[src/rtl/loc_pkg.sv]
`timescale 1ns / 1ps
// Shared types and constants for the length operand codec.
package loc_pkg;

  localparam int unsigned VALUE_W  = 30;
  localparam int unsigned BYTE_W   = 8;
  localparam int unsigned TDATA_W  = 40;
  localparam int unsigned OUT_TUSER_W = 2;

  // Input kind codes carried on in_tuser.
  localparam logic KIND_ENCODE = 1'b0;
  localparam logic KIND_DECODE = 1'b1;

  // Upper bounds of the one-, two- and three-byte encodings.
  localparam logic [VALUE_W-1:0] MAX_ONE_BYTE   = 30'h0000003F;
  localparam logic [VALUE_W-1:0] MAX_TWO_BYTE   = 30'h00003FFF;
  localparam logic [VALUE_W-1:0] MAX_THREE_BYTE = 30'h003FFFFF;

  typedef enum logic [0:0] {
    ST_IDLE,
    ST_ENC
  } loc_state_t;

  // Commands from the controller to the datapath.
  typedef struct packed {
    logic accept;  // an input word is taken this cycle
    logic emit;    // the next trailing encoded byte is produced this cycle
  } loc_cmd_t;

  // Status from the datapath to the controller.
  typedef struct packed {
    logic out_free;  // the output register can take a word this cycle
    logic enc_more;  // the offered encode item needs trailing bytes
    logic enc_last;  // the trailing byte about to go out is the final one
  } loc_stat_t;

endpackage

[src/rtl/loc_ctrl.sv]
`timescale 1ns / 1ps
// Controller state machine of the length operand codec.
module loc_ctrl (
  input  logic               clk,
  input  logic               rst_n,
  input  logic               in_tvalid,
  input  loc_pkg::loc_stat_t stat,
  output logic               in_tready,
  output loc_pkg::loc_cmd_t  cmd
);
  import loc_pkg::*;

  loc_state_t state_r;
  loc_state_t state_nxt;

  always_ff @(posedge clk) begin
    if (!rst_n) begin
      state_r <= ST_IDLE;
    end else begin
      state_r <= state_nxt;
    end
  end

  always_comb begin
    state_nxt = state_r;
    case (state_r)
      ST_IDLE: begin
        if (in_tvalid && stat.out_free && stat.enc_more) begin
          state_nxt = ST_ENC;
        end
      end
      ST_ENC: begin
        if (stat.out_free && stat.enc_last) begin
          state_nxt = ST_IDLE;
        end
      end
      default: state_nxt = ST_IDLE;
    endcase
  end

  always_comb begin
    in_tready  = 1'b0;
    cmd.accept = 1'b0;
    cmd.emit   = 1'b0;
    case (state_r)
      ST_IDLE: begin
        in_tready  = stat.out_free;
        cmd.accept = in_tvalid && stat.out_free;
      end
      ST_ENC: begin
        cmd.emit = stat.out_free;
      end
      default: begin
        in_tready = 1'b0;
      end
    endcase
  end

endmodule

[src/rtl/loc_dp.sv]
`timescale 1ns / 1ps
// Datapath of the length operand codec: encoder, decoder state and output register.
module loc_dp (
  input  logic                          clk,
  input  logic                          rst_n,
  input  loc_pkg::loc_cmd_t             cmd,
  output loc_pkg::loc_stat_t            stat,
  input  logic                          in_kind,
  input  logic [loc_pkg::VALUE_W-1:0]   in_value,
  input  logic [loc_pkg::BYTE_W-1:0]    in_byte,
  output logic                          out_tvalid,
  input  logic                          out_tready,
  output logic [loc_pkg::BYTE_W-1:0]    out_byte,
  output logic                          out_byte_ready,
  output logic                          out_last,
  output logic [loc_pkg::VALUE_W-1:0]   out_value,
  output logic                          out_value_ready
);
  import loc_pkg::*;

  // Encoder hold registers.
  logic [VALUE_W-1:0] val_r, val_nxt;
  logic [1:0]         idx_r, idx_nxt;

  // Decoder state.
  logic [1:0]         pend_r, pend_nxt;
  logic [VALUE_W-1:0] acc_r, acc_nxt;

  // Output register.
  logic               ovld_r, ovld_nxt;
  logic [BYTE_W-1:0]  obyte_r, obyte_nxt;
  logic               obrdy_r, obrdy_nxt;
  logic               olast_r, olast_nxt;
  logic [VALUE_W-1:0] oval_r, oval_nxt;
  logic               ovrdy_r, ovrdy_nxt;

  logic [1:0]         follow;
  logic [5:0]         head_bits;
  logic [BYTE_W-1:0]  trail_byte;
  logic [VALUE_W-1:0] acc_shift;

  always_comb begin
    if (in_value > MAX_THREE_BYTE) begin
      follow = 2'd3;
    end else if (in_value > MAX_TWO_BYTE) begin
      follow = 2'd2;
    end else if (in_value > MAX_ONE_BYTE) begin
      follow = 2'd1;
    end else begin
      follow = 2'd0;
    end
  end

  always_comb begin
    case (follow)
      2'd1:    head_bits = in_value[13:8];
      2'd2:    head_bits = in_value[21:16];
      2'd3:    head_bits = in_value[29:24];
      default: head_bits = in_value[5:0];
    endcase
  end

  always_comb begin
    case (idx_r)
      2'd2:    trail_byte = val_r[15:8];
      2'd3:    trail_byte = val_r[23:16];
      default: trail_byte = val_r[7:0];
    endcase
  end

  assign acc_shift = {acc_r[VALUE_W-BYTE_W-1:0], in_byte};

  assign stat.out_free = !ovld_r || out_tready;
  assign stat.enc_more = (in_kind == KIND_ENCODE) && (follow != 2'd0);
  assign stat.enc_last = (idx_r == 2'd1);

  always_comb begin
    val_nxt   = val_r;
    idx_nxt   = idx_r;
    pend_nxt  = pend_r;
    acc_nxt   = acc_r;
    ovld_nxt  = ovld_r && !out_tready;
    obyte_nxt = obyte_r;
    obrdy_nxt = obrdy_r;
    olast_nxt = olast_r;
    oval_nxt  = oval_r;
    ovrdy_nxt = ovrdy_r;

    if (cmd.emit) begin
      ovld_nxt  = 1'b1;
      obyte_nxt = trail_byte;
      obrdy_nxt = 1'b1;
      olast_nxt = (idx_r == 2'd1);
      oval_nxt  = '0;
      ovrdy_nxt = 1'b0;
      idx_nxt   = idx_r - 2'd1;
    end else if (cmd.accept) begin
      if (in_kind == KIND_ENCODE) begin
        // The first byte always goes out at once; trailing bytes follow.
        ovld_nxt  = 1'b1;
        obyte_nxt = {follow, head_bits};
        obrdy_nxt = 1'b1;
        olast_nxt = (follow == 2'd0);
        oval_nxt  = '0;
        ovrdy_nxt = 1'b0;
        val_nxt   = in_value;
        idx_nxt   = follow;
      end else if (pend_r == 2'd0) begin
        if (in_byte[7:6] == 2'd0) begin
          ovld_nxt  = 1'b1;
          obyte_nxt = '0;
          obrdy_nxt = 1'b0;
          olast_nxt = 1'b0;
          oval_nxt  = {{(VALUE_W-6){1'b0}}, in_byte[5:0]};
          ovrdy_nxt = 1'b1;
        end else begin
          acc_nxt  = {{(VALUE_W-6){1'b0}}, in_byte[5:0]};
          pend_nxt = in_byte[7:6];
        end
      end else begin
        acc_nxt  = acc_shift;
        pend_nxt = pend_r - 2'd1;
        if (pend_r == 2'd1) begin
          ovld_nxt  = 1'b1;
          obyte_nxt = '0;
          obrdy_nxt = 1'b0;
          olast_nxt = 1'b0;
          oval_nxt  = acc_shift;
          ovrdy_nxt = 1'b1;
        end
      end
    end
  end

  always_ff @(posedge clk) begin
    if (!rst_n) begin
      ovld_r <= 1'b0;
      pend_r <= 2'd0;
      acc_r  <= '0;
      idx_r  <= 2'd0;
    end else begin
      ovld_r <= ovld_nxt;
      pend_r <= pend_nxt;
      acc_r  <= acc_nxt;
      idx_r  <= idx_nxt;
    end
  end

  always_ff @(posedge clk) begin
    val_r   <= val_nxt;
    obyte_r <= obyte_nxt;
    obrdy_r <= obrdy_nxt;
    olast_r <= olast_nxt;
    oval_r  <= oval_nxt;
    ovrdy_r <= ovrdy_nxt;
  end

  assign out_tvalid      = ovld_r;
  assign out_byte        = obyte_r;
  assign out_byte_ready  = obrdy_r;
  assign out_last        = olast_r;
  assign out_value       = oval_r;
  assign out_value_ready = ovrdy_r;

endmodule

[src/rtl/length_operand_codec_unit.sv]
`timescale 1ns / 1ps
// The first result word of an item appears in the cycle after the input word is taken.
// A decode word gives at most one result word; an encode word gives 1 to 4 encoded
// bytes, which leave the single output register in turn as out_tready allows.
// The input is not ready while trailing encoded bytes are still being produced.
// Reset (synchronous, active low) empties the output register and clears the decoder state.
module length_operand_codec_unit (
  input  logic                             clk,
  input  logic                             rst_n,
  input  logic                             in_tvalid,
  output logic                             in_tready,
  input  logic [loc_pkg::TDATA_W-1:0]      in_tdata,   // value_in [29:0], byte_in [37:30]
  input  logic                             in_tuser,   // kind
  output logic                             out_tvalid,
  input  logic                             out_tready,
  output logic [loc_pkg::TDATA_W-1:0]      out_tdata,  // out_byte [7:0], value_out [37:8]
  output logic [loc_pkg::OUT_TUSER_W-1:0]  out_tuser,  // byte_ready [0], value_ready [1]
  output logic                             out_tlast
);
  import loc_pkg::*;

  loc_cmd_t           cmd;
  loc_stat_t          stat;
  logic [BYTE_W-1:0]  obyte;
  logic [VALUE_W-1:0] oval;
  logic               obrdy;
  logic               ovrdy;

  loc_ctrl u_ctrl (
    .clk       (clk),
    .rst_n     (rst_n),
    .in_tvalid (in_tvalid),
    .stat      (stat),
    .in_tready (in_tready),
    .cmd       (cmd)
  );

  loc_dp u_dp (
    .clk             (clk),
    .rst_n           (rst_n),
    .cmd             (cmd),
    .stat            (stat),
    .in_kind         (in_tuser),
    .in_value        (in_tdata[VALUE_W-1:0]),
    .in_byte         (in_tdata[VALUE_W+BYTE_W-1:VALUE_W]),
    .out_tvalid      (out_tvalid),
    .out_tready      (out_tready),
    .out_byte        (obyte),
    .out_byte_ready  (obrdy),
    .out_last        (out_tlast),
    .out_value       (oval),
    .out_value_ready (ovrdy)
  );

  assign out_tdata = {{(TDATA_W-VALUE_W-BYTE_W){1'b0}}, oval, obyte};
  assign out_tuser = {ovrdy, obrdy};

endmodule

[config.mk]
export PLATFORM = sky130hd
export DESIGN_NAME = length_operand_codec_unit
export DESIGN_NICKNAME = d
export VERILOG_FILES = /design/src/rtl/loc_pkg.sv /design/src/rtl/loc_ctrl.sv /design/src/rtl/loc_dp.sv /design/src/rtl/length_operand_codec_unit.sv
export SDC_FILE = /design/constraint.sdc
export NUM_CORES = 1
export LEC_CHECK = 0
export ABC_AREA = 1
export BUFFER_PORTS_ARGS = -buffer_cell sky130_fd_sc_hd__buf_2
export CAP_MARGIN = 20
export CORE_UTILIZATION = 30
export CTS_CLUSTER_DIAMETER = 80
export DETAILED_ROUTE_END_ITERATION = 6
export GPL_TIMING_DRIVEN = 0
export PLACE_DENSITY = 0.5
export RECOVER_POWER = 25
export SLEW_MARGIN = 25
export SYNTH_ARGS = -nofsm -noshare
export SYNTH_HDL_FRONTEND = slang
export SYNTH_HIERARCHICAL = 1
export SYNTH_SLANG_ARGS = --single-unit
[constraint.sdc]
create_clock -name clk -period 7.9 [get_ports clk]
set_clock_uncertainty 0.1 [all_clocks]
set_input_delay 0 -clock clk [delete_from_list [all_inputs] [get_ports clk]]
set_output_delay 0 -clock clk [all_outputs]
set_load 0.02 [all_outputs]
==> metrics.txt, run 1 <==
# TYPE chip_impl_metric gauge
chip_impl_metric{name="die_width",unit="um"} 119
chip_impl_metric{name="synth.ff_latch_count",unit=""} 93
chip_impl_metric{name="switching_fraction",unit="%"} 26.3
chip_impl_metric{name="grt_antenna_before_repair",unit=""} 0
chip_impl_info{name="crit_type",value="in -> reg"} 1
chip_impl_metric{name="reg2reg_depth",unit=""} 7
chip_impl_info{name="layout_commonest_cell",value="sky130_fd_sc_hd__nand2_1"} 1
chip_impl_metric{name="switchingPower",unit="uW"} 307
chip_impl_info{name="tritoncts_clock_tree",value="yes"} 1
chip_impl_metric{name="worstHoldPathCells",unit=""} 4
chip_impl_info{name="rsz0062_at_grt",value="false"} 1
chip_impl_metric{name="grt_pass1_wl",unit="um"} 17500
chip_impl_info{name="endpoint_of_the_lowest_slack_register_to_register_path",value="u_dp/out_byte[1]"} 1
chip_impl_metric{name="fin_area",unit="mm2"} 0.00538
chip_impl_info{name="setup.worst_path.start_class",value="input pin"} 1
chip_impl_metric{name="clockBufferDepth",unit=""} 2
chip_impl_metric{name="report.final.slew_viol_count",unit=""} 0
chip_impl_metric{name="htreeDepth",unit=""} 3
chip_impl_metric{name="die-area",unit="mm2"} 0.0141
chip_impl_metric{name="cts.sinks",unit=""} 93
chip_impl_metric{name="grt_start_max_net_pins",unit=""} 16
chip_impl_metric{name="viasPerCell",unit=""} 4.56
chip_impl_metric{name="clk_transition_reported_paths",unit="ns"} 0.06
chip_impl_metric{name="postCtsHoldBufs",unit=""} 37
chip_impl_metric{name="post_route_cells_drive_above_1_share",unit="%"} 16.9
chip_impl_info{name="synthFlopType",value="sky130_fd_sc_hd__dfxtp_1"} 1
chip_impl_metric{name="globalRoute.totalOverflow",unit=""} 0
chip_impl_metric{name="worst-endpoint-arrival",unit="ns"} 2.28
chip_impl_metric{name="first_global_vias",unit=""} 3520
chip_impl_metric{name="cts_setup_buffers",unit=""} 0
chip_impl_metric{name="nNetsFinal",unit=""} 672
chip_impl_info{name="min_path_type",value="in -> reg"} 1
chip_impl_metric{name="numCtsBuffers",unit=""} 9
chip_impl_metric{name="transition_time_of_the_tightest_slew_check_pin",unit="ns"} 0.643
chip_impl_metric{name="total_negative_setup_slack",unit="ns"} 0
chip_impl_metric{name="hold_violations",unit=""} 0
chip_impl_metric{name="min_period_over_period",unit="%"} 29.5
chip_impl_metric{name="synth.avg_cell_area",unit="um2"} 8.33
chip_impl_metric{name="share_seq_of_total_power",unit="%"} 46.4
chip_impl_metric{name="p_comb_share",unit="%"} 14.7
chip_impl_metric{name="ant_nets",unit=""} 0
chip_impl_metric{name="routabilityCongestion",unit=""} 0.797
chip_impl_metric{name="ys_warn_count",unit=""} 6
chip_impl_metric{name="cellLeakagePower",unit="uW"} 0.00215
chip_impl_metric{name="fp.dieH",unit="um"} 119
chip_impl_metric{name="dp_hpwl",unit="um"} 7770
chip_impl_info{name="whs_endpoint",value="u_dp/out_byte[5]"} 1
chip_impl_metric{name="timing.reg2reg.setup_slack",unit="ns"} 5.57
chip_impl_metric{name="synthDominantCellAreaShare",unit="%"} 29.5
chip_impl_metric{name="power.density",unit="mW/mm2"} 217
chip_impl_metric{name="vdd.ir_drop.worst",unit="mV"} 0.0955
chip_impl_metric{name="post_dp_cell_area",unit="mm2"} 0.00474
chip_impl_metric{name="fmax",unit="GHz"} 0.428
chip_impl_metric{name="drt_pre_antenna_iters",unit=""} 4
chip_impl_info{name="r2r-start",value="u_dp/out_tvalid"} 1
chip_impl_info{name="final_cell_mix",value="sky130_fd_sc_hd__nand2_1, sky130_fd_sc_hd__dfxtp_1, sky130_fd_sc_hd__clkbuf_1"} 1
chip_impl_metric{name="final-setup-viol-count",unit=""} 0
chip_impl_metric{name="yosysUniqueCellTypes",unit=""} 32
chip_impl_metric{name="row_count",unit=""} 42
chip_impl_metric{name="syn-cell-area",unit="mm2"} 0.00408
chip_impl_metric{name="total_of_cells_resized_after_clock_tree_synthesis",unit=""} 0
chip_impl_metric{name="global_route.usage.total",unit="%"} 15.9
chip_impl_metric{name="io_pins",unit=""} 90
chip_impl_info{name="ranking_of_synthesized_cells_by_area",value="sky130_fd_sc_hd__dfxtp_1, sky130_fd_sc_hd__edfxtp_1, sky130_fd_sc_hd__nand2_1"} 1
chip_impl_metric{name="synth-edff-count",unit=""} 33
chip_impl_metric{name="number_of_standard_cells_after_synthesis",unit=""} 489
chip_impl_metric{name="relSlewSlack",unit="%"} 57.2
chip_impl_metric{name="antenna_cells_inserted",unit=""} 0
chip_impl_metric{name="yosysSeqAreaShare",unit="%"} 53.8
chip_impl_info{name="end_kind",value="flop"} 1
chip_impl_metric{name="finalWirelength",unit="um"} 10500
chip_impl_metric{name="clock_insertion_delay_worst_skew",unit="ns"} 0.35
chip_impl_metric{name="vias",unit=""} 3664
chip_impl_metric{name="initial_core_util",unit="%"} 30.8
chip_impl_metric{name="core_area",unit="mm2"} 0.0132
chip_impl_metric{name="synthArstFlopShare",unit="%"} 0
chip_impl_info{name="worst_hold_startpoint",value="in_tdata[29]"} 1
chip_impl_metric{name="clock_network_fraction_of_design_power",unit="%"} 38.9
chip_impl_metric{name="number_of_maximum_capacitance_violations",unit=""} 0
chip_impl_info{name="synth.largest_area_cell",value="sky130_fd_sc_hd__dfxtp_1"} 1
chip_impl_metric{name="remaining_drc_errors",unit=""} 0
chip_impl_metric{name="area_growth_syn_to_layout",unit="%"} 32.0
chip_impl_info{name="cts-root-buf",value="sky130_fd_sc_hd__clkbuf_16"} 1
chip_impl_metric{name="wl_per_cell",unit="um"} 13.0
chip_impl_info{name="status",value="finished clean"} 1
chip_impl_metric{name="internal_power",unit="uW"} 860
chip_impl_metric{name="port_buffers",unit=""} 84
chip_impl_metric{name="dr.first_iter.drc_count",unit=""} 171
chip_impl_metric{name="crit_required",unit="ns"} 7.85
chip_impl_metric{name="final.min_clock_period",unit="ns"} 2.33
chip_impl_metric{name="crit_fanout",unit=""} 10
## metal layers
metal,GRT usage (%),part of all wire (%),vias to the layer above
met5,0,0,-
met4,4.91,1.0,0
met3,4.44,3.9,9
met2,26.3,49,85
met1,20.1,46,1706
li1,-,-,1864
## layout make-up
| class | instances | area [um2] |
|---|---|---|
| buffer | 30 | 166 |
| clock buffer | 12 | 300 |
| clock inverter | 3 | 20.0 |
| fill | 1401 | 7870 |
| inverter | 46 | 174 |
| multi-input combinational | 321 | 1550 |
| sequential | 93 | 2190 |
| tap | 176 | 220 |
| timing repair buffer | 123 | 753 |
## cells in the mapped netlist (all sizes together) (3+ instances only)
cell and instances:
o21ai 19, clkbuf 13, edfxtp 33, inv 45, nand3 42, nor2 39
buf 17, dfxtp 60, a21oi 57, ha 3, nand2 140, nand4 12
## registers in the layout, summed over array words and instances, names as in the netlist, 2 cells and up
name and count:
u_dp/idx_r 2, u_dp/out_byte 8, u_dp/acc_r 22, u_dp/val_r 24, u_dp/out_value 30, u_dp/pend_r 2
## worst max-delay path by stage
stage / start / endpoint / slack, ns / depth (start not counted)
floorplan: u_dp/out_tvalid / u_dp/val_r[0] / 4.59 / 6
global placement: u_dp/out_tvalid / u_dp/val_r[19] / 3.82 / 6
detailed placement: u_dp/out_tvalid / u_dp/val_r[7] / 5.56 / 7
CTS: out_tready / u_dp/val_r[6] / 5.54 / 10
global route: u_dp/out_tvalid / u_dp/out_byte[5] / 5.38 / 7
finish: out_tready / u_dp/val_r[6] / 5.57 / 10
## power by group through the flow
stage          sequential (uW)  clock, uW  combinational [uW]
2_1_floorplan              567          0                86.7
3_3_place_gp               552          0                 158
3_5_place_dp               553          0                 161
4_1_cts                    542        464                 176
5_1_grt                    544        488                 191
6_report                   541        453                 172
## metrics by stage
stage	utilization [%]	std cells	total power, uW	hold slack [ns]	worst slack (ns)
3_5_place_dp	35.8	752	714	0.0969	5.56
3_3_place_gp	35.6	750	710	0.0949	3.82
5_1_grt	40.6	804	1220	0.0378	5.38
4_1_cts	41.0	804	1180	0.00424	5.54
6_report	40.6	804	1170	0.0194	5.57
2_1_floorplan	-	490	653	-0.00113	4.59
## cell families (layout without fill, tap and decap cells)
| family | after synthesis | count (layout) | share of synthesized area (%) |
|---|---|---|---|
| adders and majority gates | 3 | 3 | 0.921 |
| other | 1 | 2 | 0.0920 |
| DFF | 93 | 93 | 53.8 |
| AOI/OAI and AO/OA | 81 | 81 | 11.1 |
| buffers and inverters | 76 | 214 | 8.35 |
| and+or+nand+nor | 235 | 235 | 25.7 |
## critical path: stages
cell and delay (ns):
sky130_fd_sc_hd__dlygate4sd3_1 0.54, sky130_fd_sc_hd__buf_2 0.12, sky130_fd_sc_hd__inv_1 0.04, sky130_fd_sc_hd__nand2_1 0.12, sky130_fd_sc_hd__nand2_1 0.10, sky130_fd_sc_hd__inv_1 0.03, sky130_fd_sc_hd__buf_2 0.18, sky130_fd_sc_hd__buf_1 0.27
sky130_fd_sc_hd__nor3_2 0.57, sky130_fd_sc_hd__buf_4 0.30
Power figures use the tool's default switching activity.
==> run 2: changes to the inputs <==
==> constraint.sdc (replaced) <==
create_clock -name clk -period 2.27 [get_ports clk]
set_clock_uncertainty 0.1 [all_clocks]
set_input_delay 0 -clock clk [delete_from_list [all_inputs] [get_ports clk]]
set_output_delay 0 -clock clk [all_outputs]
set_load 0.02 [all_outputs]
==> run 2 against run 1 <==
Power grew to 3.4 times the previous value. Core utilization is 0.085 points higher. Sequential power increased to 3.5 times the previous value. Die area stayed put. Count of clock-buffer cells in the layout stayed put. Sequential cell count unchanged. Largest cell class unchanged.
==> metrics.txt, run 2 (synthesis gave the netlist of run 1 again) <==
# TYPE chip_impl_metric gauge
chip_impl_info{name="status",value="finished clean"} 1
chip_impl_metric{name="drt_pre_antenna_iters",unit=""} 4
chip_impl_metric{name="first_global_vias",unit=""} 3497
chip_impl_metric{name="worst-endpoint-arrival",unit="ns"} 2.20
chip_impl_metric{name="largest_reg_flops",unit=""} 30
chip_impl_metric{name="routabilityCongestion",unit=""} 0.794
chip_impl_info{name="setup.worst_path.start_class",value="flop"} 1
chip_impl_metric{name="min_period_over_period",unit="%"} 92.9
chip_impl_info{name="highest_layer",value="met4"} 1
chip_impl_metric{name="core_area",unit="mm2"} 0.0132
chip_impl_metric{name="remaining_drc_errors",unit=""} 0
chip_impl_metric{name="globalRoute.totalOverflow",unit=""} 0
chip_impl_metric{name="transition_time_of_the_tightest_slew_check_pin",unit="ns"} 0.702
chip_impl_metric{name="area_growth_syn_to_layout",unit="%"} 32.2
chip_impl_metric{name="grt_start_max_net_pins",unit=""} 15
chip_impl_metric{name="met3_wirelength",unit="um"} 539
chip_impl_metric{name="clk_transition_reported_paths",unit="ns"} 0.06
chip_impl_metric{name="wl_met1",unit="um"} 4840
chip_impl_metric{name="clock_insertion_delay_worst_skew",unit="ns"} 0.35
chip_impl_metric{name="share_seq_of_total_power",unit="%"} 47.7
chip_impl_metric{name="port_buffers",unit=""} 84
chip_impl_metric{name="vias",unit=""} 3661
chip_impl_metric{name="viasPerCell",unit=""} 4.55
chip_impl_metric{name="fp.dieH",unit="um"} 119
chip_impl_info{name="r2r-start",value="u_dp/idx_r[0]"} 1
chip_impl_metric{name="clock_network_fraction_of_design_power",unit="%"} 36.7
chip_impl_metric{name="switchingPower",unit="uW"} 1060
chip_impl_metric{name="dr.first_iter.drc_count",unit=""} 228
chip_impl_metric{name="grt_pass1_wl",unit="um"} 17300
chip_impl_metric{name="total_power",unit="uW"} 3950
chip_impl_metric{name="grt_antenna_before_repair",unit=""} 0
chip_impl_metric{name="p_comb_share",unit="%"} 15.6
chip_impl_metric{name="switching_fraction",unit="%"} 26.8
chip_impl_metric{name="cts.sinks",unit=""} 93
chip_impl_info{name="crit_start",value="u_dp/idx_r[0]"} 1
chip_impl_info{name="rsz0062_at_grt",value="false"} 1
chip_impl_metric{name="die-area",unit="mm2"} 0.0141
chip_impl_metric{name="internal_power",unit="uW"} 2890
chip_impl_metric{name="wl_per_cell",unit="um"} 13.4
chip_impl_metric{name="power.density",unit="mW/mm2"} 734
chip_impl_metric{name="final-setup-viol-count",unit=""} 0
chip_impl_metric{name="reg2reg_depth",unit=""} 8
chip_impl_metric{name="relSlewSlack",unit="%"} 53.2
chip_impl_metric{name="nNetsFinal",unit=""} 672
chip_impl_info{name="cts-root-buf",value="sky130_fd_sc_hd__clkbuf_16"} 1
chip_impl_metric{name="crit_fanout",unit=""} 9
chip_impl_metric{name="die_width",unit="um"} 119
chip_impl_metric{name="holdWs",unit="ns"} 0.0538
chip_impl_metric{name="dp_hpwl",unit="um"} 7690
chip_impl_metric{name="crit_required",unit="ns"} 2.36
chip_impl_info{name="final_cell_mix",value="sky130_fd_sc_hd__nand2_1, sky130_fd_sc_hd__dfxtp_1, sky130_fd_sc_hd__buf_2"} 1
chip_impl_metric{name="numCtsBuffers",unit=""} 9
chip_impl_metric{name="antenna_cells_inserted",unit=""} 0
chip_impl_metric{name="row_count",unit=""} 42
chip_impl_metric{name="initial_core_util",unit="%"} 30.8
chip_impl_info{name="tritoncts_clock_tree",value="yes"} 1
chip_impl_metric{name="report.final.slew_viol_count",unit=""} 0
chip_impl_metric{name="final.min_clock_period",unit="ns"} 2.11
chip_impl_metric{name="htreeDepth",unit=""} 3
chip_impl_metric{name="post_route_cells_drive_above_1_share",unit="%"} 17.7
chip_impl_metric{name="fmax",unit="GHz"} 0.474
chip_impl_metric{name="worstHoldPathCells",unit=""} 3
chip_impl_info{name="end_kind",value="flop"} 1
chip_impl_info{name="worst_hold_startpoint",value="in_tuser"} 1
chip_impl_metric{name="cellLeakagePower",unit="uW"} 0.00215
chip_impl_metric{name="ant_nets",unit=""} 0
chip_impl_metric{name="finalWirelength",unit="um"} 10800
chip_impl_metric{name="clockBufferDepth",unit=""} 2
chip_impl_metric{name="io_pins",unit=""} 90
chip_impl_metric{name="hold_violations",unit=""} 0
chip_impl_metric{name="global_route.usage.total",unit="%"} 15.9
chip_impl_info{name="crit_type",value="reg -> reg"} 1
chip_impl_info{name="layout_commonest_cell",value="sky130_fd_sc_hd__nand2_1"} 1
chip_impl_metric{name="number_of_maximum_capacitance_violations",unit=""} 0
chip_impl_metric{name="vdd.ir_drop.worst",unit="mV"} 0.293
chip_impl_info{name="min_path_type",value="in -> reg"} 1
chip_impl_metric{name="wl_met2",unit="um"} 5240
==> run 2: cell count changes in the layout (fill, tap and decap cells not counted), sizes merged <==
cell         delta
buf             +3
clkbuf          -3
clkinv          +2
dlygate4sd3     -1
inv             -2
nor3            +1
==> run 2: per-stage QoR <==
step / std cells / cell area, um2 / util [%] / setup slack [ns] / setup TNS (ns)
final: 804 / 5390 / 40.7 / 0.160 / 0
after global routing: 804 / 5390 / 40.7 / 0.00667 / 0
after CTS: 802 / 5390 / 40.7 / 0.00784 / 0
after detailed placement: 750 / 4730 / 35.7 / -0.294 / -7.67
after global placement: 750 / 4730 / 35.7 / -0.252 / -6.51
after floorplan: 490 / 4090 / - / 0.0375 / 0
==> run 2: routing by layer <==
| layer | track usage (%) | up-vias |
|---|---|---|
| met1 | 20.1 | 1692 |
| met5 | 0 | - |
| met2 | 26.2 | 88 |
| li1 | - | 1869 |
| met4 | 5.30 | 0 |
| met3 | 4.44 | 12 |
==> run 2: critical path, stage by stage, from the launching register on <==
cell and delay, ns:
sky130_fd_sc_hd__dfxtp_1 0.37, sky130_fd_sc_hd__inv_1 0.07, sky130_fd_sc_hd__ha_1 0.19, sky130_fd_sc_hd__clkbuf_1 0.22, sky130_fd_sc_hd__nor2_1 0.52, sky130_fd_sc_hd__nand2_1 0.10
sky130_fd_sc_hd__nand3_1 0.12, sky130_fd_sc_hd__nand2_1 0.07, sky130_fd_sc_hd__a21boi_0 0.18
==> run 2: power groups by stage <==
stage | sequential (uW) | combinational (uW) | clock [uW]
6_report | 1880 | 617 | 1450
5_1_grt | 1890 | 682 | 1580
4_1_cts | 1890 | 616 | 1490
3_5_place_dp | 1920 | 560 | 0
3_3_place_gp | 1920 | 554 | 0
2_1_floorplan | 1970 | 305 | 0
==> run 2: path summary, 6_finish.rpt <==
path | endpoint | slack [ns]
max | u_dp/out_byte[7] | 0.16
min | u_dp/out_value_ready | 0.05
max reg2reg | u_dp/out_byte[7] | 0.16
min reg2reg | u_dp/acc_r[2] | 0.35
==> run 2: cell type report <==
cell class / instances / area, um2
buffer: 30 / 166
clock buffer: 12 / 268
clock inverter: 3 / 18.8
fill: 1399 / 7850
inverter: 46 / 174
multi-input combinational: 322 / 1580
sequential: 93 / 2190
tap: 176 / 220
timing repair buffer: 122 / 772
==> run 2: repair_timing <==
item / in CTS / in global routing
pin swaps: 1 / 2
hold buffers: 36 / 0
gates resized for setup: 2 / 2
endpoints found under the setup margin: 33 / 33
gates cloned: 1 / 0
hold endpoints to repair: 44 / 0
buffers inserted: 0 / 2
==> run 3: changes to the inputs <==
--- a/config.mk
+++ b/config.mk
@@ -5,14 +5,13 @@
 export SDC_FILE = /design/constraint.sdc
 export NUM_CORES = 1
 export LEC_CHECK = 0
-export ABC_AREA = 1
 export BUFFER_PORTS_ARGS = -buffer_cell sky130_fd_sc_hd__buf_2
 export CAP_MARGIN = 20
 export CORE_UTILIZATION = 30
 export CTS_CLUSTER_DIAMETER = 80
 export DETAILED_ROUTE_END_ITERATION = 6
 export GPL_TIMING_DRIVEN = 0
-export PLACE_DENSITY = 0.5
+export PLACE_DENSITY = 0.51
 export RECOVER_POWER = 25
 export SLEW_MARGIN = 25
 export SYNTH_ARGS = -nofsm -noshare
==> run 3 against run 2 <==
Combinational power decreased by 17%. Clock power increased by 14%. Register-to-register slack improved by 0.04 ns. Global-route usage increased by 0.34 points. Sequential cell count unchanged. Sequential power decreased by 2%. Synthesized area decreased by 6.7%. Synthesized cell count decreased by 23%. Wire length decreased by 4.1%. Hold slack got worse by 0.034 ns. Fmax decreased by 1.4%.
==> metrics.txt, run 3 <==
# TYPE chip_impl_metric gauge
chip_impl_info{name="status",value="finished clean"} 1
chip_impl_info{name="synth_top_family_by_area",value="compound AO/OA/AOI/OAI gates"} 1
chip_impl_info{name="r2r-start",value="u_dp/out_tvalid"} 1
chip_impl_metric{name="viasPerCell",unit=""} 4.85
chip_impl_metric{name="drt_pre_antenna_iters",unit=""} 4
chip_impl_metric{name="synth.avg_cell_area",unit="um2"} 10.1
chip_impl_metric{name="ant_nets",unit=""} 0
chip_impl_metric{name="synth.ff_latch_count",unit=""} 93
chip_impl_info{name="end_kind",value="flop"} 1
chip_impl_metric{name="antenna_cells_inserted",unit=""} 0
chip_impl_info{name="crit_type",value="in -> reg"} 1
chip_impl_info{name="synth.largest_area_cell",value="sky130_fd_sc_hd__dfxtp_1"} 1
chip_impl_metric{name="core_area",unit="mm2"} 0.0122
chip_impl_metric{name="io_pins",unit=""} 90
chip_impl_info{name="synth_commonest_cells",value="sky130_fd_sc_hd__dfxtp_1, sky130_fd_sc_hd__a21oi_1, sky130_fd_sc_hd__nor2_1, sky130_fd_sc_hd__o21ai_0, sky130_fd_sc_hd__edfxtp_1"} 1
chip_impl_info{name="ranking_of_synthesized_cells_by_area",value="sky130_fd_sc_hd__dfxtp_1, sky130_fd_sc_hd__edfxtp_1, sky130_fd_sc_hd__a21oi_1"} 1
chip_impl_metric{name="fp.dieH",unit="um"} 115
chip_impl_info{name="cpLargestDelayFamily",value="simple AND/OR/NAND/NOR gates"} 1
chip_impl_metric{name="clockBufferDepth",unit=""} 2
chip_impl_metric{name="timing.critical_path.buf_inv",unit=""} 2
chip_impl_info{name="final_cell_mix",value="sky130_fd_sc_hd__clkbuf_1, sky130_fd_sc_hd__dfxtp_1, sky130_fd_sc_hd__a21oi_1"} 1
chip_impl_metric{name="synth_xor_area_share",unit="%"} 0
chip_impl_info{name="yosys.cell_count.top_type",value="sky130_fd_sc_hd__dfxtp_1"} 1
chip_impl_info{name="cp_slowest_cell",value="sky130_fd_sc_hd__nor4_2"} 1
chip_impl_metric{name="fin_area",unit="mm2"} 0.00518
chip_impl_info{name="worstPathCellList",value="dlygate4sd3_1, clkbuf_1, nor4_2, nand2_1, o31ai_1, o22ai_1"} 1
chip_impl_metric{name="wl_per_cell",unit="um"} 15.0
chip_impl_metric{name="relSlewSlack",unit="%"} 56.5
chip_impl_metric{name="globalRoute.totalOverflow",unit=""} 0
chip_impl_metric{name="cts.sinks",unit=""} 93
chip_impl_metric{name="crit_required",unit="ns"} 2.22
chip_impl_info{name="synthFlopType",value="sky130_fd_sc_hd__dfxtp_1"} 1
chip_impl_metric{name="die-area",unit="mm2"} 0.0131
chip_impl_metric{name="synthArstFlopShare",unit="%"} 0
chip_impl_metric{name="report.final.slew_viol_count",unit=""} 0
chip_impl_metric{name="final-setup-viol-count",unit=""} 0
chip_impl_metric{name="vdd.ir_drop.worst",unit="mV"} 0.349
chip_impl_info{name="tritoncts_clock_tree",value="yes"} 1
chip_impl_metric{name="grt_pass1_wl",unit="um"} 16200
chip_impl_metric{name="yosysSeqAreaShare",unit="%"} 57.6
chip_impl_metric{name="numCtsBuffers",unit=""} 9
chip_impl_metric{name="remaining_drc_errors",unit=""} 0
chip_impl_metric{name="area_growth_syn_to_layout",unit="%"} 36.1
chip_impl_metric{name="yosysUniqueCellTypes",unit=""} 42
chip_impl_metric{name="transition_time_of_the_tightest_slew_check_pin",unit="ns"} 0.646
chip_impl_metric{name="min_period_over_period",unit="%"} 94.2
chip_impl_metric{name="worst-endpoint-arrival",unit="ns"} 2.09
chip_impl_metric{name="row_count",unit=""} 40
chip_impl_metric{name="synthSimpleGateAreaFrac",unit="%"} 12.4
chip_impl_metric{name="grt_start_max_net_pins",unit=""} 15
chip_impl_metric{name="number_of_maximum_capacitance_violations",unit=""} 0
chip_impl_metric{name="routabilityCongestion",unit=""} 0.789
chip_impl_metric{name="dp_hpwl",unit="um"} 7350
chip_impl_metric{name="htreeDepth",unit=""} 3
chip_impl_metric{name="fmax",unit="GHz"} 0.468
chip_impl_info{name="cts-root-buf",value="sky130_fd_sc_hd__clkbuf_16"} 1
chip_impl_info{name="worst_hold_startpoint",value="in_tuser"} 1
chip_impl_metric{name="die_width",unit="um"} 115
chip_impl_metric{name="power.density",unit="mW/mm2"} 775
chip_impl_metric{name="cellLeakagePower",unit="uW"} 0.00191
chip_impl_metric{name="post_route_cells_drive_above_1_share",unit="%"} 17.1
chip_impl_metric{name="synth_area_in_adders",unit="%"} 0.987
chip_impl_metric{name="muxShareOfSynthArea",unit="%"} 1.58
chip_impl_metric{name="critical-path-max-stage-delay",unit="ns"} 0.58
chip_impl_metric{name="largest_reg_flops",unit=""} 30
chip_impl_info{name="setup.worst_path.start_class",value="input pin"} 1
chip_impl_metric{name="hold_violations",unit=""} 0
chip_impl_metric{name="grt_antenna_before_repair",unit=""} 0
chip_impl_metric{name="synth-compound-area-share",unit="%"} 22.8
chip_impl_metric{name="port_buffers",unit=""} 85
chip_impl_metric{name="nNetsFinal",unit=""} 562
chip_impl_metric{name="crit_fanout",unit=""} 7
chip_impl_metric{name="final_core_utilization",unit="%"} 42.6
chip_impl_metric{name="vias",unit=""} 3333
chip_impl_info{name="min_path_type",value="in -> reg"} 1
chip_impl_info{name="crit_start",value="in_tdata[12]"} 1
chip_impl_metric{name="syn-cell-area",unit="mm2"} 0.00380
chip_impl_metric{name="ys_warn_count",unit=""} 6
chip_impl_metric{name="dr.first_iter.drc_count",unit=""} 210
chip_impl_metric{name="synth-edff-count",unit=""} 33
chip_impl_metric{name="synthDominantCellAreaShare",unit="%"} 31.6
chip_impl_metric{name="global_route.usage.total",unit="%"} 16.3
chip_impl_metric{name="number_of_standard_cells_after_synthesis",unit=""} 375
chip_impl_metric{name="clk_transition_reported_paths",unit="ns"} 0.06
chip_impl_metric{name="post_dp_cell_area",unit="mm2"} 0.00445
chip_impl_metric{name="first_global_vias",unit=""} 3148
chip_impl_metric{name="clock_insertion_delay_worst_skew",unit="ns"} 0.33
chip_impl_metric{name="finalWirelength",unit="um"} 10300
chip_impl_metric{name="initial_core_util",unit="%"} 31.3
chip_impl_metric{name="final.min_clock_period",unit="ns"} 2.14
[run 3: report_power, final]
part / switching, uW / internal (uW) / total [uW]
clock network: 599 / 1060 / 1660
registers: 33.8 / 1810 / 1840
logic: 315 / 197 / 512
total: 948 / 3060 / 4010
[run 3: what timing repair did]
item / 4_1_cts / 5_1_grt
hold endpoints to repair: 46 / 0
endpoints found under the setup margin: 34 / 73
gates cloned: 1 / 2
pin swaps: 0 / 1
hold buffers: 35 / 0
buffers inserted: 0 / 4
resized for setup: 3 / 20
[run 3: cell families (layout without fill, tap and decap cells)]
kind of cell               Yosys count  after routing
AOI/OAI and AO/OA                  143            143
DFF                                 93             93
and+or+nand+nor                     91             91
buffers and inverters               38            181
muxes                                6              6
adders and majority gates            3              3
other                                1              2
[run 3: tightest hold or removal path, delay by kind of cell]
family,cells,cell delay (ns)
simple gates,1,0.17
buf+inv,1,0.14
compound gates,1,0.12
[run 3: layer usage]
layer	GRT usage [%]	wire length, um	up-vias
li1	-	-	1661
met1	22.0	5090	1553
met2	25.7	4630	107
met3	3.28	444	12
met4	6.23	153	0
met5	0	0	-
[run 3: area by class of cell]
type / count / area [um2]
multi-input combinational: 245 / 1470
timing repair inverter: 3 / 22.5
clock buffer: 12 / 268
buffer: 29 / 151
tap: 168 / 210
inverter: 9 / 37.5
clock inverter: 4 / 68.8
fill: 1215 / 6990
timing repair buffer: 124 / 753
sequential: 93 / 2190
[run 3: through the flow]
stage	total power (uW)	hold slack (ns)	setup TNS [ns]	cells	setup slack, ns
after CTS	4040	0.00723	0	681	0.0133
final	4010	0.0199	0	687	0.131
after global routing	4170	0.0458	-0.0258	687	-0.0258
after floorplan	2150	-0.00113	0	376	0.0628
after detailed placement	2330	0.101	-4.22	629	-0.157
after global placement	2330	0.0974	-5.25	629	-0.186
[run 3: final timing paths]
path         slack (ns)                  end  cells after the start
max                0.13     u_dp/out_byte[0]                      6
min                0.02  u_dp/out_byte_ready                      3
max reg2reg        0.20        u_dp/acc_r[2]                      9
min reg2reg        0.36   u_dp/out_value[28]                      2
